$ cat config.mk
export PLATFORM = sky130hd
export DESIGN_NAME = guard_menu_alarm_controller_top
export DESIGN_NICKNAME = d
export VERILOG_FILES = /design/src/hw/rtl/gmac_pkg.sv /design/src/hw/rtl/gmac_csr.sv /design/src/hw/rtl/gmac_ctrl.sv /design/src/hw/rtl/guard_menu_alarm_controller_top.sv
export SDC_FILE = /design/constraint.sdc
export NUM_CORES = 2
export LEC_CHECK = 0
export ABC_CLOCK_PERIOD_IN_PS = 7500
export BUFFER_PORTS_ARGS = -buffer_cell sky130_fd_sc_hd__buf_4
export CORE_MARGIN = 4
export CORE_UTILIZATION = 60
export DETAILED_ROUTE_END_ITERATION = 12
export GPL_ROUTABILITY_DRIVEN = 0
export GPL_TIMING_DRIVEN = 0
export PLACE_DENSITY_LB_ADDON = 0.1
export SYNTH_ARGS = -nofsm -noshare
export SYNTH_HDL_FRONTEND = slang
export SYNTH_SLANG_ARGS = --single-unit
$ cat constraint.sdc
create_clock -name clock -period 7.5 [get_ports clock]
set_input_delay 1.5 -clock clock [delete_from_list [all_inputs] [get_ports clock]]
set_output_delay 1.5 -clock clock [all_outputs]
set_load 0.1 [all_outputs]
$ cat src/hw/rtl/gmac_pkg.sv
// ----------------------------------------------------------------------------
// gmac_pkg
// Shared types and constants of the guard menu and alarm controller.
// ----------------------------------------------------------------------------
package gmac_pkg;

   localparam int TICK_W          = 32;
   localparam int CSR_INDEX_W     = 3;
   localparam int CSR_DATA_W      = 16;
   localparam int REQ_DATA_W      = 40;
   localparam int RSP_DATA_W      = 72;

   localparam logic [6:0]  MAX_TIMER_MINUTES  = 7'd99;
   localparam logic [12:0] SECONDS_PER_MINUTE = 13'd60;
   localparam logic signed [14:0] TEMP_LIMIT  = 15'sd5000;
   localparam logic signed [14:0] TEMP_STEP   = 15'sd10;

   localparam logic [9:0]  RST_NEUTRAL_LOW    = 10'd450;
   localparam logic [9:0]  RST_NEUTRAL_HIGH   = 10'd550;
   localparam logic [9:0]  RST_NAV_HIGH       = 10'd600;
   localparam logic [9:0]  RST_NAV_LOW        = 10'd400;
   localparam logic [15:0] RST_CLICK_GAP      = 16'd200;
   localparam logic [15:0] RST_ADJUST_PERIOD  = 16'd120;
   localparam logic [15:0] RST_RESET_HOLD     = 16'd3000;
   localparam logic [15:0] RST_SECOND         = 16'd1000;

   localparam logic [9:0]  RST_STICK_X        = 10'd512;
   localparam logic [6:0]  RST_TIMER_MINUTES  = 7'd10;
   localparam logic signed [13:0] RST_MAX_TEMP = 14'sd750;

   typedef enum logic [CSR_INDEX_W-1:0] {
      CSR_NEUTRAL_LOW   = 3'd0,
      CSR_NEUTRAL_HIGH  = 3'd1,
      CSR_NAV_HIGH      = 3'd2,
      CSR_NAV_LOW       = 3'd3,
      CSR_CLICK_GAP     = 3'd4,
      CSR_ADJUST_PERIOD = 3'd5,
      CSR_RESET_HOLD    = 3'd6,
      CSR_SECOND        = 3'd7
   } csr_index_type;

   typedef enum logic [2:0] {
      SCR_INFO     = 3'd0,
      SCR_SETTEMP  = 3'd1,
      SCR_SETTIMER = 3'd2,
      SCR_ARM      = 3'd3,
      SCR_DISABLE  = 3'd4,
      SCR_CONFIRM  = 3'd5,
      SCR_ALARM    = 3'd6
   } screen_type;

   typedef enum logic [1:0] {
      KIND_NONE  = 2'd0,
      KIND_TEMP  = 2'd1,
      KIND_TIMER = 2'd2
   } kind_type;

   typedef enum logic {
      ACT_TICK   = 1'b0,
      ACT_SAMPLE = 1'b1
   } action_type;

   typedef struct packed {
      logic [9:0]  neutral_low;
      logic [9:0]  neutral_high;
      logic [9:0]  nav_high;
      logic [9:0]  nav_low;
      logic [15:0] click_gap_ms;
      logic [15:0] adjust_period_ms;
      logic [15:0] reset_hold_ms;
      logic [15:0] second_ms;
   } cfg_type;

   typedef struct packed {
      logic [3:0]         pad;
      logic signed [13:0] temperature;
      logic               motion;
      logic               button_level;
      logic [9:0]         stick_y;
      logic [9:0]         stick_x;
   } req_data_type;

   typedef struct packed {
      action_type   action;
      req_data_type data;
   } item_type;

   typedef struct packed {
      logic [6:0]         pad;
      logic               clear_pulse;
      logic [1:0]         confirm_kind;
      logic               choice_no;
      logic [6:0]         adjust_minutes_out;
      logic signed [13:0] adjust_temp_out;
      logic [6:0]         timer_minutes_out;
      logic signed [13:0] max_temp_out;
      logic [12:0]        seconds_left;
      logic               enabled_flag;
      logic               armed_flag;
      logic               servo_trip;
      logic [2:0]         screen;
   } rsp_data_type;

endpackage

$ cat src/hw/rtl/gmac_csr.sv
// ----------------------------------------------------------------------------
// gmac_csr
// Configuration register file: thresholds and time settings.
// ----------------------------------------------------------------------------
module gmac_csr
   import gmac_pkg::*;
(
   input  logic                   clock,
   input  logic                   reset,
   input  logic                   wr_en,
   input  logic [CSR_INDEX_W-1:0] wr_index,
   input  logic [CSR_DATA_W-1:0]  wr_data,
   output cfg_type                cfg
);

   cfg_type cfg_ff;
   cfg_type cfg_in;

   always_comb begin
      cfg_in = cfg_ff;
      if (wr_en) begin
         case (csr_index_type'(wr_index))
            CSR_NEUTRAL_LOW:   cfg_in.neutral_low      = wr_data[9:0];
            CSR_NEUTRAL_HIGH:  cfg_in.neutral_high     = wr_data[9:0];
            CSR_NAV_HIGH:      cfg_in.nav_high         = wr_data[9:0];
            CSR_NAV_LOW:       cfg_in.nav_low          = wr_data[9:0];
            CSR_CLICK_GAP:     cfg_in.click_gap_ms     = wr_data;
            CSR_ADJUST_PERIOD: cfg_in.adjust_period_ms = wr_data;
            CSR_RESET_HOLD:    cfg_in.reset_hold_ms    = wr_data;
            CSR_SECOND:        cfg_in.second_ms        = wr_data;
            default:           cfg_in = cfg_ff;
         endcase
      end
   end

   always_ff @(posedge clock) begin
      if (reset) begin
         cfg_ff.neutral_low      <= RST_NEUTRAL_LOW;
         cfg_ff.neutral_high     <= RST_NEUTRAL_HIGH;
         cfg_ff.nav_high         <= RST_NAV_HIGH;
         cfg_ff.nav_low          <= RST_NAV_LOW;
         cfg_ff.click_gap_ms     <= RST_CLICK_GAP;
         cfg_ff.adjust_period_ms <= RST_ADJUST_PERIOD;
         cfg_ff.reset_hold_ms    <= RST_RESET_HOLD;
         cfg_ff.second_ms        <= RST_SECOND;
      end else begin
         cfg_ff <= cfg_in;
      end
   end

   assign cfg = cfg_ff;

endmodule

$ cat src/hw/rtl/gmac_ctrl.sv
// ----------------------------------------------------------------------------
// gmac_ctrl
// Controller state and its one-step update: click qualification, page
// navigation, countdown, alarm latch and screen actions.
// ----------------------------------------------------------------------------
module gmac_ctrl
   import gmac_pkg::*;
(
   input  logic         clock,
   input  logic         reset,
   input  cfg_type      cfg,
   input  logic         step_en,
   input  item_type     item,
   output rsp_data_type result
);

   logic [TICK_W-1:0]  ms_ff, ms_in;
   logic [TICK_W-1:0]  last_click_ff, last_click_in;
   logic [TICK_W-1:0]  last_step_ff, last_step_in;
   logic [TICK_W-1:0]  last_second_ff, last_second_in;
   logic [TICK_W-1:0]  hold_start_ff, hold_start_in;
   screen_type         screen_ff, screen_in;
   logic [2:0]         page_ff, page_in;
   logic               click_pending_ff, click_pending_in;
   logic               prev_button_ff, prev_button_in;
   logic               seen_ff, seen_in;
   logic [9:0]         last_x_ff, last_x_in;
   logic               prev_motion_ff, prev_motion_in;
   logic               armed_ff, armed_in;
   logic               enabled_ff, enabled_in;
   logic [12:0]        seconds_ff, seconds_in;
   logic [6:0]         timer_ff, timer_in;
   logic [6:0]         adj_min_ff, adj_min_in;
   logic signed [13:0] max_temp_ff, max_temp_in;
   logic signed [13:0] adj_temp_ff, adj_temp_in;
   logic               choice_ff, choice_in;
   kind_type           kind_ff, kind_in;
   logic               servo_ff, servo_in;

   logic               clr;
   logic signed [3:0]  page_v;
   logic signed [14:0] temp_v;
   logic [TICK_W-1:0]  step_age;
   logic [12:0]        reload;
   screen_type         scr_sel;
   logic               up_move;
   logic               dn_move;
   logic               neutral;
   req_data_type       d;

   assign d      = item.data;
   assign reload = 13'(timer_ff) * SECONDS_PER_MINUTE;
   assign neutral = (d.stick_x > cfg.neutral_low) && (d.stick_x < cfg.neutral_high) &&
                    (d.stick_y > cfg.neutral_low) && (d.stick_y < cfg.neutral_high);
   assign up_move = (d.stick_x > cfg.nav_high) && (last_x_ff <= cfg.nav_high);
   assign dn_move = (d.stick_x < cfg.nav_low) && (last_x_ff >= cfg.nav_low);

   always_comb begin
      ms_in            = ms_ff;
      last_click_in    = last_click_ff;
      last_step_in     = last_step_ff;
      last_second_in   = last_second_ff;
      hold_start_in    = hold_start_ff;
      screen_in        = screen_ff;
      page_in          = page_ff;
      click_pending_in = click_pending_ff;
      prev_button_in   = prev_button_ff;
      seen_in          = seen_ff;
      last_x_in        = last_x_ff;
      prev_motion_in   = prev_motion_ff;
      armed_in         = armed_ff;
      enabled_in       = enabled_ff;
      seconds_in       = seconds_ff;
      timer_in         = timer_ff;
      adj_min_in       = adj_min_ff;
      max_temp_in      = max_temp_ff;
      adj_temp_in      = adj_temp_ff;
      choice_in        = choice_ff;
      kind_in          = kind_ff;
      servo_in         = servo_ff;
      clr              = 1'b0;
      page_v           = signed'({1'b0, page_ff});
      temp_v           = 15'(adj_temp_ff);
      step_age         = '0;
      scr_sel          = screen_ff;

      if (step_en && item.action == ACT_TICK) begin
         ms_in = ms_ff + 1'b1;
      end else if (step_en) begin
         // click qualification
         if (!seen_ff) begin
            seen_in = 1'b1;
         end else if (neutral && !d.button_level && prev_button_ff &&
                      ((ms_ff - last_click_ff) > TICK_W'(cfg.click_gap_ms))) begin
            click_pending_in = 1'b1;
            last_click_in    = ms_ff;
         end
         prev_button_in = d.button_level;

         // page navigation
         if (screen_ff != SCR_CONFIRM && screen_ff != SCR_ALARM) begin
            if (up_move || dn_move) begin
               click_pending_in = 1'b0;
               last_step_in     = ms_ff;
               clr              = 1'b1;
            end
            if (up_move) page_v = page_v + 4'sd1;
            if (dn_move) page_v = page_v - 4'sd1;
            if (page_v > 4'sd4) page_v = 4'sd0;
            if (page_v < 4'sd0) page_v = 4'sd4;
            page_in   = page_v[2:0];
            screen_in = screen_type'(page_v[2:0]);
         end
         if ((ms_ff - last_step_in) < TICK_W'(cfg.click_gap_ms)) click_pending_in = 1'b0;
         last_x_in = d.stick_x;

         // countdown and alarm latch
         if (armed_ff && enabled_ff) begin
            if (d.motion && !prev_motion_ff) seconds_in = reload;
            prev_motion_in = d.motion;
            if ((ms_ff - last_second_ff) > TICK_W'(cfg.second_ms)) begin
               last_second_in = ms_ff;
               if (seconds_in != '0) seconds_in = seconds_in - 1'b1;
            end
            if (seconds_in == '0 && d.temperature > max_temp_ff) begin
               armed_in  = 1'b0;
               servo_in  = 1'b1;
               screen_in = SCR_ALARM;
               clr       = 1'b1;
            end
         end

         scr_sel  = screen_in;
         step_age = ms_ff - last_step_in;
         case (scr_sel)
            SCR_SETTEMP, SCR_SETTIMER: begin
               if (step_age > TICK_W'(cfg.adjust_period_ms)) begin
                  if (scr_sel == SCR_SETTEMP) begin
                     if (d.stick_y > cfg.nav_high) temp_v = temp_v + TEMP_STEP;
                     if (d.stick_y < cfg.nav_low)  temp_v = temp_v - TEMP_STEP;
                     if (temp_v > TEMP_LIMIT)  temp_v = TEMP_LIMIT;
                     if (temp_v < -TEMP_LIMIT) temp_v = -TEMP_LIMIT;
                     adj_temp_in = temp_v[13:0];
                  end else begin
                     if (d.stick_y > cfg.nav_high && adj_min_in < MAX_TIMER_MINUTES)
                        adj_min_in = adj_min_in + 1'b1;
                     if (d.stick_y < cfg.nav_low && adj_min_in > 7'd0)
                        adj_min_in = adj_min_in - 1'b1;
                     if (adj_min_in > MAX_TIMER_MINUTES) adj_min_in = MAX_TIMER_MINUTES;
                  end
                  last_step_in = ms_ff;
               end
               if (click_pending_in) begin
                  click_pending_in = 1'b0;
                  kind_in   = (scr_sel == SCR_SETTEMP) ? KIND_TEMP : KIND_TIMER;
                  clr       = 1'b1;
                  screen_in = SCR_CONFIRM;
               end
            end
            SCR_ARM: begin
               if (click_pending_in) begin
                  click_pending_in = 1'b0;
                  enabled_in = 1'b1;
                  armed_in   = 1'b1;
                  seconds_in = reload;
                  clr        = 1'b1;
                  screen_in  = SCR_INFO;
                  page_in    = 3'(SCR_INFO);
               end
            end
            SCR_DISABLE: begin
               if (click_pending_in) begin
                  click_pending_in = 1'b0;
                  enabled_in = 1'b0;
                  armed_in   = 1'b0;
                  seconds_in = reload;
                  servo_in   = 1'b0;
                  clr        = 1'b1;
                  screen_in  = SCR_INFO;
                  page_in    = 3'(SCR_INFO);
               end
            end
            SCR_CONFIRM: begin
               if (d.stick_x < cfg.nav_low)  choice_in = 1'b0;
               if (d.stick_x > cfg.nav_high) choice_in = 1'b1;
               if (click_pending_in) begin
                  click_pending_in = 1'b0;
                  if (!choice_in) begin
                     if (kind_ff == KIND_TEMP)  max_temp_in = adj_temp_ff;
                     if (kind_ff == KIND_TIMER) timer_in    = adj_min_ff;
                  end
                  clr       = 1'b1;
                  screen_in = SCR_ARM;
                  page_in   = 3'(SCR_ARM);
               end
            end
            SCR_ALARM: begin
               if (!d.button_level) begin
                  // zero hold start means not holding
                  if (hold_start_in == '0) hold_start_in = ms_ff;
                  if ((ms_ff - hold_start_in) > TICK_W'(cfg.reset_hold_ms)) begin
                     hold_start_in = '0;
                     servo_in      = 1'b0;
                     clr           = 1'b1;
                     screen_in     = SCR_INFO;
                  end
               end else begin
                  hold_start_in = '0;
               end
            end
            default: begin
               clr = clr;
            end
         endcase
      end
   end

   always_comb begin
      result                    = '0;
      result.screen             = screen_in;
      result.servo_trip         = servo_in;
      result.armed_flag         = armed_in;
      result.enabled_flag       = enabled_in;
      result.seconds_left       = seconds_in;
      result.max_temp_out       = max_temp_in;
      result.timer_minutes_out  = timer_in;
      result.adjust_temp_out    = adj_temp_in;
      result.adjust_minutes_out = adj_min_in;
      result.choice_no          = choice_in;
      result.confirm_kind       = kind_in;
      result.clear_pulse        = clr;
   end

   always_ff @(posedge clock) begin
      if (reset) begin
         ms_ff            <= '0;
         last_click_ff    <= '0;
         last_step_ff     <= '0;
         last_second_ff   <= '0;
         hold_start_ff    <= '0;
         screen_ff        <= SCR_INFO;
         page_ff          <= '0;
         click_pending_ff <= 1'b0;
         prev_button_ff   <= 1'b1;
         seen_ff          <= 1'b0;
         last_x_ff        <= RST_STICK_X;
         prev_motion_ff   <= 1'b0;
         armed_ff         <= 1'b0;
         enabled_ff       <= 1'b0;
         seconds_ff       <= '0;
         timer_ff         <= RST_TIMER_MINUTES;
         adj_min_ff       <= '0;
         max_temp_ff      <= RST_MAX_TEMP;
         adj_temp_ff      <= '0;
         choice_ff        <= 1'b0;
         kind_ff          <= KIND_NONE;
         servo_ff         <= 1'b0;
      end else begin
         ms_ff            <= ms_in;
         last_click_ff    <= last_click_in;
         last_step_ff     <= last_step_in;
         last_second_ff   <= last_second_in;
         hold_start_ff    <= hold_start_in;
         screen_ff        <= screen_in;
         page_ff          <= page_in;
         click_pending_ff <= click_pending_in;
         prev_button_ff   <= prev_button_in;
         seen_ff          <= seen_in;
         last_x_ff        <= last_x_in;
         prev_motion_ff   <= prev_motion_in;
         armed_ff         <= armed_in;
         enabled_ff       <= enabled_in;
         seconds_ff       <= seconds_in;
         timer_ff         <= timer_in;
         adj_min_ff       <= adj_min_in;
         max_temp_ff      <= max_temp_in;
         adj_temp_ff      <= adj_temp_in;
         choice_ff        <= choice_in;
         kind_ff          <= kind_in;
         servo_ff         <= servo_in;
      end
   end

endmodule

$ cat src/hw/rtl/guard_menu_alarm_controller_top.sv
// ----------------------------------------------------------------------------
// guard_menu_alarm_controller_top
// Menu, countdown and alarm controller with stream in/out and a CSR port.
//
// channel  direction  handshake                 payload
// req      in         req_tvalid / req_tready   req_tuser action, req_tdata sample
// rsp      out        rsp_tvalid / rsp_tready   rsp_tdata status, one beat per req beat
// csr      in         csr_valid / csr_ready     csr_index, csr_wdata
//
// One beat per cycle sustained while rsp_tready is high; each beat passes the input
// register, then the controller update into the result register.
// Synchronous active-high reset; csr_ready is always high.
// A stalled rsp holds its beat; req keeps flowing until both registers fill.
// ----------------------------------------------------------------------------
module guard_menu_alarm_controller_top
   import gmac_pkg::*;
(
   input  logic                   clock,
   input  logic                   reset,
   input  logic                   req_tvalid,
   output logic                   req_tready,
   // [9:0] stick_x, [19:10] stick_y, [20] button_level, [21] motion,
   // [35:22] temperature, [39:36] zero
   input  logic [REQ_DATA_W-1:0]  req_tdata,
   // [0] action
   input  logic                   req_tuser,
   output logic                   rsp_tvalid,
   input  logic                   rsp_tready,
   // [2:0] screen, [3] servo_trip, [4] armed_flag, [5] enabled_flag,
   // [18:6] seconds_left, [32:19] max_temp_out, [39:33] timer_minutes_out,
   // [53:40] adjust_temp_out, [60:54] adjust_minutes_out, [61] choice_no,
   // [63:62] confirm_kind, [64] clear_pulse, [71:65] zero
   output logic [RSP_DATA_W-1:0]  rsp_tdata,
   input  logic                   csr_valid,
   output logic                   csr_ready,
   input  logic [CSR_INDEX_W-1:0] csr_index,
   input  logic [CSR_DATA_W-1:0]  csr_wdata
);

   cfg_type      cfg;
   logic         in_valid_ff, in_valid_in;
   item_type     in_item_ff;
   logic         out_valid_ff, out_valid_in;
   rsp_data_type out_data_ff;
   rsp_data_type next_result;
   logic         advance;
   logic         take;

   assign csr_ready  = 1'b1;
   assign advance    = !out_valid_ff || rsp_tready;
   assign take       = in_valid_ff && advance;
   assign req_tready = !in_valid_ff || advance;
   assign rsp_tvalid = out_valid_ff;
   assign rsp_tdata  = out_data_ff;

   gmac_csr u_csr (
      .clock    (clock),
      .reset    (reset),
      .wr_en    (csr_valid && csr_ready),
      .wr_index (csr_index),
      .wr_data  (csr_wdata),
      .cfg      (cfg)
   );

   gmac_ctrl u_ctrl (
      .clock   (clock),
      .reset   (reset),
      .cfg     (cfg),
      .step_en (take),
      .item    (in_item_ff),
      .result  (next_result)
   );

   always_comb begin
      in_valid_in = in_valid_ff;
      if (req_tready) in_valid_in = req_tvalid;
      out_valid_in = out_valid_ff;
      if (advance) out_valid_in = in_valid_ff;
   end

   always_ff @(posedge clock) begin
      if (reset) begin
         in_valid_ff  <= 1'b0;
         out_valid_ff <= 1'b0;
      end else begin
         in_valid_ff  <= in_valid_in;
         out_valid_ff <= out_valid_in;
      end
   end

   always_ff @(posedge clock) begin
      if (req_tvalid && req_tready) begin
         in_item_ff.action <= action_type'(req_tuser);
         in_item_ff.data   <= req_data_type'(req_tdata);
      end
      if (take) begin
         out_data_ff <= next_result;
      end
   end

endmodule

==> impl_metrics.toml <==
[run_status]
status = "finished, final reports clean"

[clock_network]
clock-sinks = 449
clk_path_buf_depth = 3
path_clk_slew_ns = 0.07
htreeDepth = 2
cts-root-buf = "clkbuf_16"
hold_buffers = 0
cts_inserted_buffers = 50
insertion_delay_ns = 0.62
cts_tree = "yes"

[timing]
min_period_ns = 7.40
clock.fmax_mhz = 135
worst_slew_margin_rel_pct = 9.62
setup_viol = 0
tightest_slew_ns = 1.36
skew_ns = 0.0244
fin_ws_ns = 0.100
period_share_pct = 98.7
report.final.hold_viol_count = 0
drv_slew = 0

[die]
die-area_um2 = 58800
start_util_pct = 61.0
num_io_pins = 140
die_w_um = 243
die_h_um = 243
num_rows = 85
core_area_um2 = 54100

[synthesis]
synth-xor-area-share_pct = 3.86
muxShareOfSynthArea_pct = 2.96
postSynthCellCount = 4086
synth_top_area_share_pct = 21.1
synth.distinct_cells = 108
syn_area_um2 = 33000
synth-main-ff-cell = "dfxtp_1"
synth-simple-area-share_pct = 20.9
synth-seq-cells = 449
yosys-top-cells-area = "dfxtp_1 21%, ha_1 12%, edfxtp_1 9.3%"
synthArstFlopShare_pct = 0
synth_edf_count = 102
synth_area_per_cell_um2 = 8.08
yosys_warnings = 0
synth_fa_ha_area_share_pct = 13.2
synth_top_family_by_area = "compound AO/OA/AOI/OAI gates"
ys_seq_area_share_pct = 30.3
synth_compound_area_share_pct = 22.9
yosysTopAreaCell = "dfxtp_1"

[placed_design]
placed_area_um2 = 34800
place_hpwl_um = 78900
pre_cts_ws_ns = -1.83
placement.io_buffers = 112
post-place-cells = 4902

[layout]
finalNonFillerCells = 5004
design_area_um2 = 36900
layout_common_cells = "492 x nand2_1, 452 x a21oi_1, 346 x dfxtp_1"
area_delta_synth_final_pct = 11.8
drive_above_1_share_pct = 8.99
fillers = 4625
final_common_cell = "nand2_1"
final_core_util_pct = 68.2
final_nets = 4673

[critical_path]
required_ns = 7.83
cp_slowest_cell = "edfxtp_1"
critPathMaxFanout = 10
crit_type = "reg -> reg"
startpoint_type = "flop"
critPathArrivalTime_ns = 7.73
critPathCaptureType = "flop"
r2r_setup_slack_ns = 0.10
slowest_delay_ns = 0.57

[global_route]
grt.overflow.total = 0
grt_start_max_net_pins = 46
grt_pass1_vias = 29000
grtUsageTotal_pct = 33.0
antenna_found_initial = 1
grt_pass1_wl_um = 157000

[pwr]
ir_drop_uv = 202
p_per_area_nw_per_um2 = 166
p_leak_nw = 15.7

[drt]
drcViolationCount = 0
drt_iter0_markers = 3161
route.met2.wl_um = 44900
highest_layer = "met4"
dr_wl_met3_um = 9610
num_vias = 31700
vias_per_cell = 6.34
post_drt_wl_per_cell_um = 20.4
finalWirelength_um = 102000
detail-route-antenna-nets = 0
first_pass_iters = 6
drt-met1-wl_um = 43500

[flow_run]
maxCapViolCount = 0

[hold_path]
hold_class = "reg -> reg"
## metrics by stage
stage	setup TNS [ns]	total power, mW	hold slack (ns)
after floorplan	0	3.26	0.432
after global placement	-213.42	3.52	0.442
after detailed placement	-215.39	3.53	0.446
after CTS	0	6.10	0.455
after global routing	-0.107	6.31	0.474
final	0	6.13	0.453
## kinds of logic after synthesis
kind of cell / count (synthesis)
buf+inv: 482
xor+xnor: 144
compound gates: 1179
flops: 449
other cells: 2
fa+ha+maj: 340
simple gates: 1395
mux: 95
## flip-flops by register name, summed over array words and instances (netlist names), 2 cells and up
signal and flops:
u_ctrl.adj_temp_ff 14, u_ctrl.timer_ff 7, u_csr.cfg 104, u_ctrl.hold_start_ff 32, u_ctrl.last_x_ff 10, u_ctrl.last_second_ff 32
u_ctrl.page_ff 3, in_item_ff 37, u_ctrl.kind_ff 2, u_ctrl.screen_ff 3, u_ctrl.last_click_ff 32, u_ctrl.max_temp_ff 14
u_ctrl.last_step_ff 32, u_ctrl.seconds_ff 13, rsp_tdata 65, u_ctrl.ms_ff 32, u_ctrl.adj_min_ff 7
## metal layers
metal,track usage (%),up-vias
met5,0,-
met3,5.10,243
li1,-,15100
met2,52.4,1390
met4,12.1,0
met1,45.6,14900
## synthesized netlist by cell type (all sizes together), types with 75 or more instances
| library cell | instances |
|---|---|
| dfxtp | 347 |
| a21oi | 458 |
| nand2b | 84 |
| edfxtp | 102 |
| mux2i | 75 |
| xnor2 | 86 |
| o21ai | 196 |
| inv | 270 |
| clkbuf | 158 |
| a21o | 104 |
| nand3 | 150 |
| ha | 325 |
| nand2 | 493 |
| nor2 | 252 |
## cell type report
type / instances / area [um^2] / share of cell area (%)
antenna: 1 / 2.50 / 0.00678
buffer: 208 / 913 / 2.48
clock buffer: 67 / 1420 / 3.85
clock inverter: 23 / 273 / 0.739
inverter: 270 / 1020 / 2.76
multi-input combinational: 3161 / 21400 / 58.0
sequential: 449 / 10000 / 27.1
tap: 696 / 871 / 2.36
timing repair buffer: 129 / 1010 / 2.73
## repair_timing
item	in CTS	in global routing
pin swaps	6	9
setup endpoints to repair	189	205
buffers inserted	7	8
resized for setup	31	49
## worst max-delay path, delay by kind of cell (launching register included)
family                   cells  cell delay, ns
AO/OA/AOI/OAI               11            2.46
XOR/XNOR                     1            0.32
adder cells (fa/ha/maj)      4            1.12
buffers and inverters        6            0.82
flip-flops                   1            0.57
multiplexers                 1            0.37
AND/OR/NAND/NOR              7            1.45
## worst paths after layout
kind                  from  cells past startpoint            end
max          in_item_ff[8]                     30  rsp_tdata[53]
min          u_csr.cfg[59]                      2  u_csr.cfg[59]
max reg2reg  in_item_ff[8]                     30  rsp_tdata[53]
min reg2reg  u_csr.cfg[59]                      2  u_csr.cfg[59]
## where the power goes
part           internal [mW]  total [mW]  leakage [nW]  switching [mW]
combinational          0.345        1.02          11.2           0.674
clock                   1.48        2.55         0.806            1.08
sequential              2.52        2.56          3.76          0.0360
Note: power is estimated with default switching activity, not from simulation.
